--- src/rtl/core/gqlay_pkg.sv ---
// Shared types, constants and helpers of the glyph quad layout block.
package gqlay_pkg;

  localparam int GLYPH_CODES = 256;
  localparam int KERN_PAIRS  = 65536;
  localparam int MAX_TEXT    = 4096;

  localparam int GLYPH_AW = $clog2(GLYPH_CODES);
  localparam int KERN_AW  = $clog2(KERN_PAIRS);
  localparam int TIDX_W   = 13;

  localparam int QUEUE_DEPTH = 4;
  localparam int QUEUE_AW    = $clog2(QUEUE_DEPTH);

  localparam int NUM_REGS = 8;
  localparam int CFG_AW   = $clog2(NUM_REGS * 4);
  localparam int CFG_DW   = 32;

  // request type codes on the input channel
  localparam logic [2:0] REQ_GLYPH = 3'd0;
  localparam logic [2:0] REQ_KERN  = 3'd1;
  localparam logic [2:0] REQ_START = 3'd2;
  localparam logic [2:0] REQ_CHAR  = 3'd3;
  localparam logic [2:0] REQ_END   = 3'd4;

  // result kinds
  localparam logic [1:0] KIND_QUAD   = 2'd0;
  localparam logic [1:0] KIND_CURSOR = 2'd1;
  localparam logic [1:0] KIND_SEL    = 2'd2;

  localparam logic signed [15:0] CURSOR_W = 16'sd32;

  typedef enum logic [2:0] {
    OP_GLYPH,
    OP_KERN,
    OP_START,
    OP_CHAR,
    OP_END
  } op_e;

  typedef struct packed {
    op_e              op;
    logic [7:0]       code;
    logic [7:0]       prev;
    logic [10:0]      ax;
    logic [10:0]      ay;
    logic [7:0]       w;
    logic [7:0]       h;
    logic signed [7:0] ox;
    logic signed [7:0] oy;
    logic [7:0]       adv;
    logic signed [7:0] kamt;
  } item_t;

  typedef struct packed {
    logic [10:0]       ax;
    logic [10:0]       ay;
    logic [7:0]        w;
    logic [7:0]        h;
    logic signed [7:0] ox;
    logic signed [7:0] oy;
    logic [7:0]        adv;
  } glyph_t;

  typedef struct packed {
    logic [1:0]         kind;
    logic [TIDX_W-1:0]  char_index;
    logic signed [15:0] pos_x;
    logic signed [15:0] pos_y;
    logic signed [15:0] size_w;
    logic [15:0]        size_h;
    logic [10:0]        tex_x;
    logic [10:0]        tex_y;
    logic [7:0]         tex_w;
    logic [7:0]         tex_h;
    logic               last;
  } res_t;

  typedef struct packed {
    logic [15:0]        scale;
    logic signed [15:0] origin_x;
    logic signed [15:0] origin_y;
    logic [15:0]        font_px;
    logic               cap_en;
    logic [TIDX_W-1:0]  cursor;
    logic [TIDX_W-1:0]  sel_begin;
    logic [TIDX_W-1:0]  sel_end;
  } cfg_t;

  typedef struct packed {
    logic clearing;
  } back_stat_t;

  function automatic logic signed [15:0] sat16(input logic signed [19:0] v);
    logic signed [15:0] r;
    if (v > 20'sd32767) r = 16'sh7fff;
    else if (v < -20'sd32768) r = 16'sh8000;
    else r = v[15:0];
    return r;
  endfunction

endpackage

--- src/rtl/core/gqlay_cfg.sv ---
// APB configuration registers of the glyph quad layout block.
module gqlay_cfg (
  input  logic                          clk_i,
  input  logic                          rst_ni,
  input  logic                          psel,
  input  logic                          penable,
  input  logic                          pwrite,
  input  logic [gqlay_pkg::CFG_AW-1:0]  paddr,
  input  logic [gqlay_pkg::CFG_DW-1:0]  pwdata,
  output logic [gqlay_pkg::CFG_DW-1:0]  prdata,
  output logic                          pready,
  output gqlay_pkg::cfg_t               cfg_o
);
  import gqlay_pkg::*;

  typedef enum logic [2:0] {
    R_SCALE, R_ORIGIN_X, R_ORIGIN_Y, R_FONT_PX,
    R_CAP_EN, R_CURSOR, R_SEL_BEGIN, R_SEL_END
  } reg_e;

  cfg_t cfg_q;
  reg_e sel;
  logic wr;

  assign sel   = reg_e'(paddr[CFG_AW-1:2]);
  assign wr    = psel && penable && pwrite;
  assign pready = 1'b1;
  assign cfg_o = cfg_q;

  always_ff @(posedge clk_i or negedge rst_ni) begin
    if (!rst_ni) begin
      cfg_q.scale     <= 16'd4096;
      cfg_q.origin_x  <= '0;
      cfg_q.origin_y  <= '0;
      cfg_q.font_px   <= 16'd256;
      cfg_q.cap_en    <= 1'b0;
      cfg_q.cursor    <= '0;
      cfg_q.sel_begin <= '0;
      cfg_q.sel_end   <= '0;
    end else if (wr) begin
      case (sel)
        R_SCALE:     cfg_q.scale     <= pwdata[15:0];
        R_ORIGIN_X:  cfg_q.origin_x  <= pwdata[15:0];
        R_ORIGIN_Y:  cfg_q.origin_y  <= pwdata[15:0];
        R_FONT_PX:   cfg_q.font_px   <= pwdata[15:0];
        R_CAP_EN:    cfg_q.cap_en    <= pwdata[0];
        R_CURSOR:    cfg_q.cursor    <= pwdata[TIDX_W-1:0];
        R_SEL_BEGIN: cfg_q.sel_begin <= pwdata[TIDX_W-1:0];
        R_SEL_END:   cfg_q.sel_end   <= pwdata[TIDX_W-1:0];
        default: ;
      endcase
    end
  end

  always_comb begin
    prdata = '0;
    case (sel)
      R_SCALE:     prdata[15:0] = cfg_q.scale;
      R_ORIGIN_X:  prdata[15:0] = cfg_q.origin_x;
      R_ORIGIN_Y:  prdata[15:0] = cfg_q.origin_y;
      R_FONT_PX:   prdata[15:0] = cfg_q.font_px;
      R_CAP_EN:    prdata[0]    = cfg_q.cap_en;
      R_CURSOR:    prdata[TIDX_W-1:0] = cfg_q.cursor;
      R_SEL_BEGIN: prdata[TIDX_W-1:0] = cfg_q.sel_begin;
      R_SEL_END:   prdata[TIDX_W-1:0] = cfg_q.sel_end;
      default: ;
    endcase
  end
endmodule

--- config.mk ---
export PLATFORM = sky130hd
export DESIGN_NAME = gqlay_cfg
export DESIGN_NICKNAME = d
export VERILOG_FILES = /design/src/rtl/core/gqlay_pkg.sv /design/src/rtl/core/gqlay_cfg.sv
export SDC_FILE = /design/constraint.sdc
export NUM_CORES = 1
export LEC_CHECK = 0
export BUFFER_PORTS_ARGS = -buffer_cell sky130_fd_sc_hd__buf_2
export CAP_MARGIN = 20
export CORE_MARGIN = 2
export CORE_UTILIZATION = 43
export DETAILED_ROUTE_END_ITERATION = 8
export PLACE_DENSITY = 0.71
export SLEW_MARGIN = 20
export SYNTH_ARGS = -nofsm -noshare
export SYNTH_HDL_FRONTEND = slang
export SYNTH_SLANG_ARGS = --single-unit
--- constraint.sdc ---
create_clock -name clk_i -period 1.99 [get_ports clk_i]
set_clock_uncertainty 0.15 [all_clocks]
set_input_delay 0.199 -clock clk_i [delete_from_list [all_inputs] [get_ports clk_i]]
set_output_delay 0.199 -clock clk_i [all_outputs]
set_load 0.02 [all_outputs]
# After elaboration in Yosys (flattened, before gate mapping)
# Index checks and enable logic that the tools add are counted.
word_totals:
  inputBits: 42
  reg_bits: 104
  elab_cells: 29
op_classes:
  eq_ne: 7
  n_mux: 3
  reduce_logical: 11
ops:
  columns: ["op", "count"]
  rows:
  - ["$pmux 12 s7", 1]
  - ["$reduce_and 2->1", 8]
  - ["$eq 3x3->1 const B", 4]
  - ["$pmux 3 s4", 1]
  - ["$pmux 1 s8", 1]
  - ["$eq 3x2->1 const B", 2]
  - ["$eq 3x1->1 const B", 1]
  - ["$logic_not 3->1", 1]
  - ["$logic_and 1x1->1", 2]

# Depth between registers and ports, before layout
logic_depth:
  ltp_word: 3
  ltp_mapped: 6
  ltp_nobuf: 4

# Worst setup path after synthesis
# OpenSTA, ideal clock, no wires.
synth_path:
  path_type: "register to output"
  from: "reg cfg_q (netlist bit cfg_o[26])"
  to: "out prdata[0] (netlist name)"
  t_arrival_ps: 1390
  required_ps: 1641
  slack_ps: 251
  path_stages_with_launch: 5
  path_cell_list: "dfrtp_1 -> mux2_2 -> a221o_1 -> a311oi_1 -> a21oi_1"
synth_between:
  elab_chain_len: 1
synth_lines:
  columns: ["item", "line", "rtl"]
  rows:
  - ["from (decl)", "gqlay_cfg.sv:21", "cfg_t cfg_q;"]
  - ["$pmux 1 s8", "gqlay_cfg.sv:57", "case (sel)"]
  - ["to (decl)", "gqlay_cfg.sv:10", "output logic [gqlay_pkg::CFG_DW-1:0] prdata,"]
# No other way between the ends.

# Final worst setup path
layout_path:
  from: "reg cfg_q (netlist bit cfg_o[72])"
  to: "out prdata[0] (netlist name)"
# The elaborated chain is that of the path after synthesis.

==> out/qor.yml <==
place.gp.congestion: 0.784
endpoint_kind: "output port"
nNetsFinal: 578
drt_iter0_markers: 148
rsz0062_at_grt: "true"
synth_compound_area_frac: 0.0477
grt_antenna_before_repair: 0
crit_required_ns: 1.64
placementRows: 39
cts_sinks: 104
violations: "negative setup slack"
yosys.area_share.adder: 0
largest_reg_flops: 104
worst_pin_slew_ns: 0.509
syn_inst: 359
io_buffer_count: 143
synth_top_family_by_area: "multiplexers"
ys_seq_area_frac: 0.526
power_density_mw_per_mm2: 1040
numCtsBuffers: 9
synth_top_area_frac: 0.515
viasPerCell: 5.20
first_pass_iters: 5
p_leak_uw: 0.00322
synth_edf_count: 0
cp_max_fo: 2
h-tree-depth: 3
synth_cell_types: 34
synth_area_sq_mm: 0.00495
avgSynthCellArea_sq_um: 13.8
synth_mux_area_frac: 0.317
grt_usage: 0.209
syn2layout_area_growth_pct: 29.7
fmax_mhz: 471
overflow: 0
period_share: 1.07
io_pins: 179
final_util: 0.568
async_flop_share: 1.00
final_common_cell: "buf_2"
place_inst: 657
slew_viol_final: 0
final_cell_mix: "buf_2 (137), mux2_2 (109), dfrtp_1 (102), buf_4 (37), nor2_1 (20)"
yosys_warnings: 0
maxSlewHeadroom: 0.660
hp-class: "input port to flop"
synthTopCellsByArea: "dfrtp_1 (52%), mux2_2 (26%), buf_4 (4.2%), mux4_2 (3.6%), mux2i_1 (2.4%)"
grt_pass1_wl_um: 20400
maxCapViolations: 0
cts_root_buf: "clkbuf_16"
dieArea_sq_mm: 0.0124
die_y_um: 111
synth_flop_cell: "dfrtp_1"
status: "finished, violations left"
grt_pass1_vias: 3707
cts_tree: "yes"
wirelength_um: 12900
path_clk_slew_ns: 0.07
drt-wirelength-per-cell_um: 18.8
antenna_cells: 0
path_class: "flop to output port"
arrival_ns: 1.77
min_period_ns: 2.12
ys_ff_latch: 104
hold_violations: 0
coreArea_sq_mm: 0.0113
final_antenna_net_count: 0
synthSimpleGateAreaFrac: 0.0540
finalNonFillerCells: 684
start_util: 0.438
setup_ws_ns: -0.133
cts_buffer_depth: 2
peakVddDrop_mv: 0.509
grt_max_degree: 65
worstSetupStartpointType: "flop"
drc: 0
drive_gt1_frac: 0.630
yosys.area.top_type: "dfrtp_1"
synth-xor-area-share: 0
die_width_um: 111
nFillCells: 998
setup_viol: 1
vias: 3558
clk_latency_ns: 0.33
hpwl_um: 9390
[what timing repair did]
item | in CTS | in global routing
resized for setup | 5 | 16
pin swaps | 1 | 1
hold endpoints to repair | 113 | 0
cloned | 0 | 0
endpoints found under the setup margin | 3 | 6
setup buffers | 4 | 3
hold buffers | 4 | 0
[power breakdown]
group / leakage [uW] / internal [uW] / switching [uW]
registers: 0.00132 / 2530 / 312
logic: 0.00175 / 925 / 1200
clock network: 0.000141 / 901 / 802
[kinds of logic (layout without fill, tap and decap cells)]
kind of cell,Yosys count,count (layout)
muxes,133,133
buffers and inverters,38,205
DFF,104,104
and+or+nand+nor,49,49
AOI/OAI and AO/OA,33,33
other,2,17
[cell usage after synthesis, types with 3 or more instances]
| master | n |
|---|---|
| mux2_2 | 113 |
| dfrtp_1 | 102 |
| buf_4 | 28 |
| nor2_1 | 21 |
| mux2i_1 | 12 |
| mux4_2 | 8 |
| a22oi_1 | 7 |
| nand2_1 | 7 |
| a221o_1 | 6 |
| o21ai_0 | 6 |
| a21oi_1 | 4 |
| a31oi_1 | 4 |
| nor2_4 | 4 |
| and2_1 | 3 |
| clkbuf_1 | 3 |
| nor2_2 | 3 |
[routing by layer]
layer	share of wire	GRT usage	vias to the layer above
li1	-	-	1623
met1	0.41	0.269	1784
met2	0.50	0.357	141
met3	0.080	0.0582	10
met4	0.0070	0.0436	0
met5	0	0	-
[cell type report]
| type | instances | area, sq um | area share |
|---|---|---|---|
| Sequential cell | 104 | 2610 | 0.405 |
| Timing Repair Buffer | 187 | 1150 | 0.179 |
| Clock inverter | 6 | 53.8 | 0.00837 |
| Clock buffer | 10 | 239 | 0.0372 |
| Multi-Input combinational cell | 232 | 2190 | 0.341 |
| Inverter | 2 | 7.51 | 0.00117 |
| Tap cell | 143 | 179 | 0.0278 |
[path summary, 6_finish.rpt]
path,from,end,slack (ns),depth (start not counted)
worst max register to register,cfg_o[22],cfg_o[22],0.84,3
worst min register to register,cfg_o[83],cfg_o[83],0.38,1
max in group asynchronous,rst_ni,cfg_o[87],1.00,3
worst min-delay path,pwdata[11],cfg_o[83],0.03,2
worst max-delay path,cfg_o[72],prdata[0],-0.13,5
min in group asynchronous,rst_ni,cfg_o[8],0.23,3
[stage by stage]
step                power, uW  setup slack (ns)  area, sq um  TNS (ns)  hold WS (ns)
floorplan                4140             0.251         5010         0        -0.247
detailed placement       4920            0.0498         5960         0        0.0761
finish                   6670            -0.133         6430    -0.133        0.0278
CTS                      6670            -0.132         6340    -0.132        0.0183
global route             7010            -0.185         6430    -0.416        0.0340
global placement         4860            0.0699         5960         0        0.0728
[worst max-delay path, cell delays in order (launching register included)]
cell	delay, ns
dfrtp_1	0.38
mux2_4	0.28
a221o_1	0.32
a311oi_2	0.23
a21oi_2	0.07
buf_4	0.16
(Power assumes the default switching activity.)
