File: config.mk
export PLATFORM = sky130hd
export DESIGN_NAME = gqlay_queue
export DESIGN_NICKNAME = d
export VERILOG_FILES = /design/src/rtl/core/gqlay_pkg.sv /design/src/rtl/core/gqlay_queue.sv
export SDC_FILE = /design/constraint.sdc
export NUM_CORES = 1
export LEC_CHECK = 0
export ABC_AREA = 1
export BUFFER_PORTS_ARGS = -buffer_cell sky130_fd_sc_hd__buf_2
export CAP_MARGIN = 20
export CORE_MARGIN = 2
export CORE_UTILIZATION = 58
export CTS_BUF_LIST = sky130_fd_sc_hd__clkbuf_4 sky130_fd_sc_hd__clkbuf_8 sky130_fd_sc_hd__clkbuf_16
export DETAILED_ROUTE_END_ITERATION = 8
export GPL_TIMING_DRIVEN = 1
export PLACE_DENSITY = 0.8
export SYNTH_ARGS = -nofsm -noshare
export SYNTH_HDL_FRONTEND = slang
export SYNTH_SLANG_ARGS = --single-unit
File: constraint.sdc
create_clock -name clk_i -period 4.3 [get_ports clk_i]
set_clock_uncertainty 0.1 [all_clocks]
set_input_delay 0.43 -clock clk_i [delete_from_list [all_inputs] [get_ports clk_i]]
set_output_delay 0.43 -clock clk_i [all_outputs]
set_load 0.02 [all_outputs]
File: src/rtl/core/gqlay_pkg.sv
// Shared types, constants and helpers of the glyph quad layout block.
package gqlay_pkg;

  localparam int GLYPH_CODES = 256;
  localparam int KERN_PAIRS  = 65536;
  localparam int MAX_TEXT    = 4096;

  localparam int GLYPH_AW = $clog2(GLYPH_CODES);
  localparam int KERN_AW  = $clog2(KERN_PAIRS);
  localparam int TIDX_W   = 13;

  localparam int QUEUE_DEPTH = 4;
  localparam int QUEUE_AW    = $clog2(QUEUE_DEPTH);

  localparam int NUM_REGS = 8;
  localparam int CFG_AW   = $clog2(NUM_REGS * 4);
  localparam int CFG_DW   = 32;

  // request type codes on the input channel
  localparam logic [2:0] REQ_GLYPH = 3'd0;
  localparam logic [2:0] REQ_KERN  = 3'd1;
  localparam logic [2:0] REQ_START = 3'd2;
  localparam logic [2:0] REQ_CHAR  = 3'd3;
  localparam logic [2:0] REQ_END   = 3'd4;

  // result kinds
  localparam logic [1:0] KIND_QUAD   = 2'd0;
  localparam logic [1:0] KIND_CURSOR = 2'd1;
  localparam logic [1:0] KIND_SEL    = 2'd2;

  localparam logic signed [15:0] CURSOR_W = 16'sd32;

  typedef enum logic [2:0] {
    OP_GLYPH,
    OP_KERN,
    OP_START,
    OP_CHAR,
    OP_END
  } op_e;

  typedef struct packed {
    op_e              op;
    logic [7:0]       code;
    logic [7:0]       prev;
    logic [10:0]      ax;
    logic [10:0]      ay;
    logic [7:0]       w;
    logic [7:0]       h;
    logic signed [7:0] ox;
    logic signed [7:0] oy;
    logic [7:0]       adv;
    logic signed [7:0] kamt;
  } item_t;

  typedef struct packed {
    logic [10:0]       ax;
    logic [10:0]       ay;
    logic [7:0]        w;
    logic [7:0]        h;
    logic signed [7:0] ox;
    logic signed [7:0] oy;
    logic [7:0]        adv;
  } glyph_t;

  typedef struct packed {
    logic [1:0]         kind;
    logic [TIDX_W-1:0]  char_index;
    logic signed [15:0] pos_x;
    logic signed [15:0] pos_y;
    logic signed [15:0] size_w;
    logic [15:0]        size_h;
    logic [10:0]        tex_x;
    logic [10:0]        tex_y;
    logic [7:0]         tex_w;
    logic [7:0]         tex_h;
    logic               last;
  } res_t;

  typedef struct packed {
    logic [15:0]        scale;
    logic signed [15:0] origin_x;
    logic signed [15:0] origin_y;
    logic [15:0]        font_px;
    logic               cap_en;
    logic [TIDX_W-1:0]  cursor;
    logic [TIDX_W-1:0]  sel_begin;
    logic [TIDX_W-1:0]  sel_end;
  } cfg_t;

  typedef struct packed {
    logic clearing;
  } back_stat_t;

  function automatic logic signed [15:0] sat16(input logic signed [19:0] v);
    logic signed [15:0] r;
    if (v > 20'sd32767) r = 16'sh7fff;
    else if (v < -20'sd32768) r = 16'sh8000;
    else r = v[15:0];
    return r;
  endfunction

endpackage

File: src/rtl/core/gqlay_queue.sv
// Short item queue between the front end and the layout engine.
module gqlay_queue (
  input  logic             clk_i,
  input  logic             rst_ni,
  input  logic             push_i,
  input  gqlay_pkg::item_t item_i,
  output logic             full_o,
  input  logic             pop_i,
  output logic             valid_o,
  output gqlay_pkg::item_t head_o
);
  import gqlay_pkg::*;

  item_t               mem_q [QUEUE_DEPTH];
  logic [QUEUE_AW-1:0] wp_q, rp_q;
  logic [QUEUE_AW:0]   cnt_q;

  assign full_o  = cnt_q == (QUEUE_AW+1)'(QUEUE_DEPTH);
  assign valid_o = cnt_q != '0;
  assign head_o  = mem_q[rp_q];

  always_ff @(posedge clk_i) begin
    if (push_i) mem_q[wp_q] <= item_i;
  end

  always_ff @(posedge clk_i or negedge rst_ni) begin
    if (!rst_ni) begin
      wp_q  <= '0;
      rp_q  <= '0;
      cnt_q <= '0;
    end else begin
      if (push_i) wp_q <= wp_q + 1'b1;
      if (pop_i)  rp_q <= rp_q + 1'b1;
      cnt_q <= cnt_q + (QUEUE_AW+1)'(push_i) - (QUEUE_AW+1)'(pop_i);
    end
  end
endmodule

After elaboration in Yosys (flattened, before gate mapping)
Memories as Yosys holds them, arrays and structs flattened.
Cells that the tools add are included.

storage, ports and cells
  flip-flop bits (word level) = 7
  memory bits (writable) = 356
  input port bits = 93
  output and inout port bits = 91
  logic and storage cells = 12
  memories kept = 1

operators by class
  add/subtract/negate cells = 4
  eq/ne operators = 1
  multiplexer cells = 2
  reductions and logical operators = 1

memory list
  name   words  width  rd ports  clocked after memory_dff  write ports  line               text
  mem_q  4      89     1         0                         1            gqlay_queue.sv:14  item_t mem_q [QUEUE_DEPTH];

operator list
  kind                   count
  $add A2 B1 Y2 const B  2
  $add A3 B1 Y3          1
  $eq A3 B3 Y1 const B   1
  $reduce_bool A3 Y1     1
  $sub A3 B1 Y3          1
  $mux W1                2

Logic depth before layout (Yosys ltp)
Gate-level depths: netlist of the first run.

  depth after elaboration = 2
  gate-level depth with buffers = 10
  gate-level depth less buffers = 10

Worst setup path after synthesis of the first run
Ideal clock, no wire load.

  path kind = input to register
  start point = in push_i
  end point = mem mem_q[1][0] (netlist name), enable pin
  arrival time = 2.445 ns
  setup slack = 1.312 ns
  cell stages on the path = 3
  cell sequence = clkbuf_1 -> nand2_1 -> inv_1

on the way
  longest elaborated chain between the ends = 2

ends and longest elaborated chain
  item                           line               text
  start: declaration             gqlay_queue.sv:5   input logic push_i,
  $mux W1                        gqlay_queue.sv:23  if (push_i) mem_q[wp_q] <= item_i;
  $mux W1 (not written as such)  gqlay_queue.sv:23
  end: declaration               gqlay_queue.sv:14

Every way passes these cells.

==> flow_summary.json, run 1 <==
{
  "port-buffer-count": 183,
  "yosysSeqAreaShare": 0.707,
  "relSlewSlack": 0.277,
  "power_frac_comb": 0.374,
  "antenna_found_initial": 5,
  "dr.pass1.iters": 6,
  "crit_family": "buffers and inverters",
  "final_common_cell": "nand2_1",
  "htree_levels": 2,
  "pre_cts_ws_ps": 1800,
  "wire_per_inst_um": 15.5,
  "whs_ps": 35.4,
  "fin_crit_sh": 0.705,
  "ctsResizeCount": 0,
  "clk_path_buf_depth": 3,
  "drcViolationCount": 0,
  "crit_required_ps": 3770,
  "fillers": 1834,
  "numCtsBuffers": 37,
  "gp_congestion": 0.781,
  "nNetsFinal": 1717,
  "yosys_register_bits": 363,
  "switching_share": 0.380,
  "power.density_mw_per_mm2": 705,
  "p_switching_mw": 4.73,
  "path_cells": "buf_4 > buf_4 > nand3_1 > nand2_1 > buf_2",
  "netlist_area_mm2": 0.0154,
  "crit_slowest_cell": "buf_4",
  "vdd_drop_max_uv": 441,
  "synth_top_area_share": 0.695,
  "timing.final.max_slew_violations": 0,
  "end_kind": "output pin",
  "num_rows": 59,
  "core_mm2": 0.0261,
  "grt-ovfl-total": 0,
  "clock_latency_ps": 500,
  "slowest_delay_ps": 590,
  "gr-usage-all-layers": 0.222,
  "critPathBufInv": 3,
  "synth_top_cell_by_area": "edfxtp_1",
  "area_growth_pct": 14.8,
  "grt_pass1_vias": 9934,
  "multi_input_area_mm2": 0.00274,
  "cts_root_buf": "clkbuf_16",
  "wirelength_um": 30800,
  "die_area_mm2": 0.0278,
  "die_x_um": 167,
  "final_hold_viol_count": 0,
  "synthTopCellsByArea": "edfxtp_1 (70%), nand2_1 (11%), inv_1 (9.0%)",
  "num_io_pins": 184,
  "fmax_mhz": 330,
  "finalNonFillerCells": 1983,
  "grt_pass1_wl_um": 48900,
  "grt_max_degree": 121,
  "final_cell_mix": "nand2_1 (456), inv_1 (364), edfxtp_1 (356), buf_2 (183), nand3_1 (180)",
  "setup_viol": 0,
  "tightest_slew_ps": 1080,
  "internal_power_mw": 7.71,
  "cp_max_fo": 46,
  "clock_power_share": 0.241,
  "drv_cap": 0,
  "rsz0062_at_grt": "no",
  "finalWorstSetupSlack_ps": 1270,
  "p_leak_nw": 8.31,
  "vias": 9906,
  "regArea_mm2": 0.0109,
  "cts_tree": "built",
  "initial_core_util": 0.590,
  "fin_crit_ps": 3030,
  "drtIter0Drc": 800,
  "syn_nets": 1540,
  "cts.sinks": 363,
  "status": "completed",
  "dp_hpwl_um": 17600,
  "worst_path_most_repeated_cell": "buf_4",
  "ys_types": 17,
  "postSynthCellCount": 1440,
  "start_kind": "flop",
  "drive_gt1_frac": 0.159,
  "avgSynthCellArea_um2": 10.7,
  "final.setup.tns_ps": 0,
  "cp.arrival_ps": 2500,
  "path_clk_slew_ps": 60,
  "criticalPathCategory": "flop to output pin",
  "dp.cells": 1912,
  "via_per_inst": 5.00,
  "final_util": 0.677,
  "antenna_left": 0,
  "die_y_um": 167,
  "p_seq_frac": 0.385,
  "yosys_warnings": 0,
  "hold_class": "primary input to flop"
}
[through the flow]
step,total power [mW],cell area [µm²]
CTS,12.5,17600
global placement,9.40,16500
floorplan,8.14,15400
detailed placement,9.53,16500
finish,12.4,17700
global route,13.1,17600
[final cells by class]
cell class,count,area share
antenna,6,0.000851
clock buffer,49,0.0576
clock inverter,15,0.00673
inverter,370,0.0796
multi-input combinational,648,0.155
sequential,363,0.616
tap,335,0.0237
timing repair buffer,197,0.0601
[cell families after synthesis]
kind of cell / synth area share
AO/OA/AOI/OAI: 0.000325
adder cells (fa/ha/maj): 0.00619
buffers and inverters: 0.115
XOR/XNOR: 0.00171
flip-flops: 0.707
AND/OR/NAND/NOR: 0.170
[sequential cells by signal, summed over array words and instances, names as in the netlist]
name	cells
rp_q	2
cnt_q	3
wp_q	2
mem_q	356
[Yosys cell counts, drive strengths merged]
library cell,number
buf,50
clkbuf,9
dfrtp,7
edfxtp,356
fa,1
ha,6
inv,370
nand2,456
nand3,180
nor3,1
o21ai,1
xor2,3
[worst register-to-register path: cells and delay by family (launching register included)]
kind          cells  cell delay [ps]
flops             1              400
simple gates      1               80
fa+ha+maj         1              150
buf+inv           3             1220
[worst paths after layout]
kind	startpoint	end	slack, ps	depth (start not counted)
max	rp_q[1]$_DFFE_PN0P_	head_o[14]	1270	5
min reg2reg	wp_q[0]$_DFFE_PN0P_	wp_q[0]$_DFFE_PN0P_	430	1
max reg2reg	wp_q[1]$_DFFE_PN0P_	mem_q[1][64]$_DFFE_PP_	2040	5
min in group asynchronous	rst_ni	cnt_q[2]$_DFF_PN0_	200	2
min	item_i[5]	mem_q[3][5]$_DFFE_PP_	40	1
max in group asynchronous	rst_ni	rp_q[1]$_DFFE_PN0P_	3700	2
[timing repair]
action	in CTS	in global routing
hold buffers	1	0
buffers inserted	0	0
endpoints found under the hold margin	7	0
[power groups by stage]
stage	sequential (mW)	combinational (mW)	clock (mW)
after floorplan	4.86	3.29	0
after global placement	4.84	4.56	0
after detailed placement	4.87	4.66	0
after CTS	4.80	4.69	3.04
after global routing	4.84	5.12	3.17
final	4.79	4.65	3.00
[per-layer routing]
metal / routed length [µm] / up-vias / global-route usage
li1: - / 4841 / -
met1: 12800 / 4687 / 0.279
met2: 15400 / 315 / 0.385
met3: 1840 / 63 / 0.0397
met4: 781 / 0 / 0.0870
met5: 0 / - / 0
No activity file was read; power rests on OpenSTA's default activity.
==> run 2, diff against run 1 <==
clock period = 2.85 ns   (was 4.3 ns; I/O delays follow)
==> flow_summary.json, run 2 (synthesis gave the netlist of run 1 again) <==
{
  "reg2reg_from": "wp_q[0]$_DFFE_PN0P_",
  "die_x_um": 167,
  "crit_family": "buffers and inverters",
  "fin_crit_sh": 0.925,
  "drtIter0Drc": 855,
  "relSlewSlack": 0.435,
  "via_per_inst": 5.06,
  "num_io_pins": 184,
  "gp_congestion": 0.751,
  "place_area_mm2": 0.0166,
  "clk_path_buf_depth": 3,
  "worst_path_most_repeated_cell": "nand2_1",
  "cp.arrival_ps": 2250,
  "worstReg2RegEnd": "mem_q[0][66]$_DFFE_PP_",
  "dp.cells": 1917,
  "tightest_slew_ps": 848,
  "antenna_left": 0,
  "finalNonFillerCells": 2079,
  "end_kind": "output pin",
  "fillers": 1667,
  "htree_levels": 2,
  "drcViolationCount": 0,
  "wirelength_um": 33200,
  "dr.pass1.iters": 7,
  "critPathBufInv": 3,
  "regArea_mm2": 0.0109,
  "power_mw": 19.7,
  "hold_class": "primary input to async pin",
  "area_growth_pct": 22.8,
  "grt_pass1_vias": 10700,
  "die_area_mm2": 0.0278,
  "fin_crit_ps": 2640,
  "num_rows": 59,
  "crit_required_ps": 2470,
  "reg.largest.list": "mem_q x356, cnt_q x3",
  "criticalPathCategory": "flop to output pin",
  "path_clk_slew_ps": 60,
  "r2r_slack_ps": 750,
  "drive_gt1_frac": 0.156,
  "initial_core_util": 0.590,
  "multi_input_area_mm2": 0.00274,
  "slowest_delay_ps": 510,
  "start_kind": "flop",
  "status": "completed",
  "largest_reg_flops": 356,
  "die_y_um": 167,
  "port-buffer-count": 183,
  "final_common_cell": "nand2_1",
  "core_mm2": 0.0261,
  "cp_max_fo": 63,
  "cts_tree": "built",
  "wire_per_inst_um": 15.9,
  "grt-ovfl-total": 0,
  "final.setup.tns_ps": 0,
  "dp_hpwl_um": 18500,
  "clock_latency_ps": 510,
  "path_cells": "inv_6 > buf_4 > nand2_1 > nand3_1 > nand2_1 > buf_2",
  "cts.sinks": 363,
  "fmax_mhz": 379,
  "stdcell_area_mm2": 0.0189,
  "p_leak_nw": 8.79,
  "grt_pass1_wl_um": 52700,
  "cts_root_buf": "clkbuf_16",
  "cts_setup_buffers": 0,
  "antenna_found_initial": 1,
  "vdd_drop_max_uv": 812,
  "setup_viol": 0,
  "vias": 10500,
  "timing.final.max_slew_violations": 0,
  "power.density_mw_per_mm2": 1040,
  "drv_cap": 0,
  "crit_slowest_cell": "dfrtp_4",
  "rsz0062_at_grt": "no",
  "gr-usage-all-layers": 0.239,
  "final_cell_mix": "nand2_1 (456), inv_1 (364), edfxtp_1 (356), buf_2 (183), nand3_1 (180)",
  "numCtsBuffers": 37,
  "ctsResizeCount": 0,
  "reg2reg_depth": 5,
  "final_hold_viol_count": 0,
  "cts_hold_buf": 92,
  "regMostFlops": "mem_q",
  "grt_max_degree": 181,
  "nNetsFinal": 1814
}
[run 2: worst reg2reg max path: stages, from the launching register on]
cell	delay, ps
dfrtp_1	410
inv_1	80
ha_1	190
nand2_1	110
clkinvlp_4	520
buf_12	420
[run 2: worst max path at each step]
stage / endpoint / cells past startpoint / startpoint / slack (ps)
after floorplan: mem_q[0][0]$_DFFE_PP_ / 4 / wp_q[0]$_DFFE_PN0P_ / 330
after global placement: head_o[10] / 4 / rp_q[1]$_DFFE_PN0P_ / 710
after global routing: head_o[86] / 6 / rp_q[0]$_DFFE_PN0P_ / 120
after CTS: head_o[4] / 4 / rp_q[1]$_DFFE_PN0P_ / 110
after detailed placement: head_o[4] / 4 / rp_q[1]$_DFFE_PN0P_ / 680
final: head_o[31] / 6 / rp_q[0]$_DFFE_PN0P_ / 210
[run 2: final cells by class]
type / instances / share of cell area
diodes: 1 / 0.000133
clock buffers: 44 / 0.0537
clock inverters: 24 / 0.0148
inverters: 370 / 0.0747
multi-input cells: 648 / 0.145
flip-flops and latches: 363 / 0.576
well taps: 335 / 0.0222
repair buffers: 294 / 0.113
[run 2: report_power, final]
group	total [mW]	switching (mW)	internal (mW)
registers	7.22	0.236	6.99
clock network	5.07	1.97	3.10
logic	7.38	5.20	2.18
[run 2: per-layer routing]
| layer | track usage | share of wire | up-vias |
|---|---|---|---|
| met5 | 0 | 0 | - |
| met4 | 0.0843 | 0.027 | 0 |
| met3 | 0.0433 | 0.066 | 69 |
| met2 | 0.422 | 0.51 | 384 |
| met1 | 0.299 | 0.40 | 5027 |
| li1 | - | - | 5038 |
[run 2: metrics by stage]
step	worst slack [ps]	util	hold WS, ps
after floorplan	332	-	-111
after global placement	712	0.638	35.9
after detailed placement	676	0.638	37.1
after CTS	106	0.723	23.4
after global routing	117	0.724	43.3
final	213	0.724	34.5
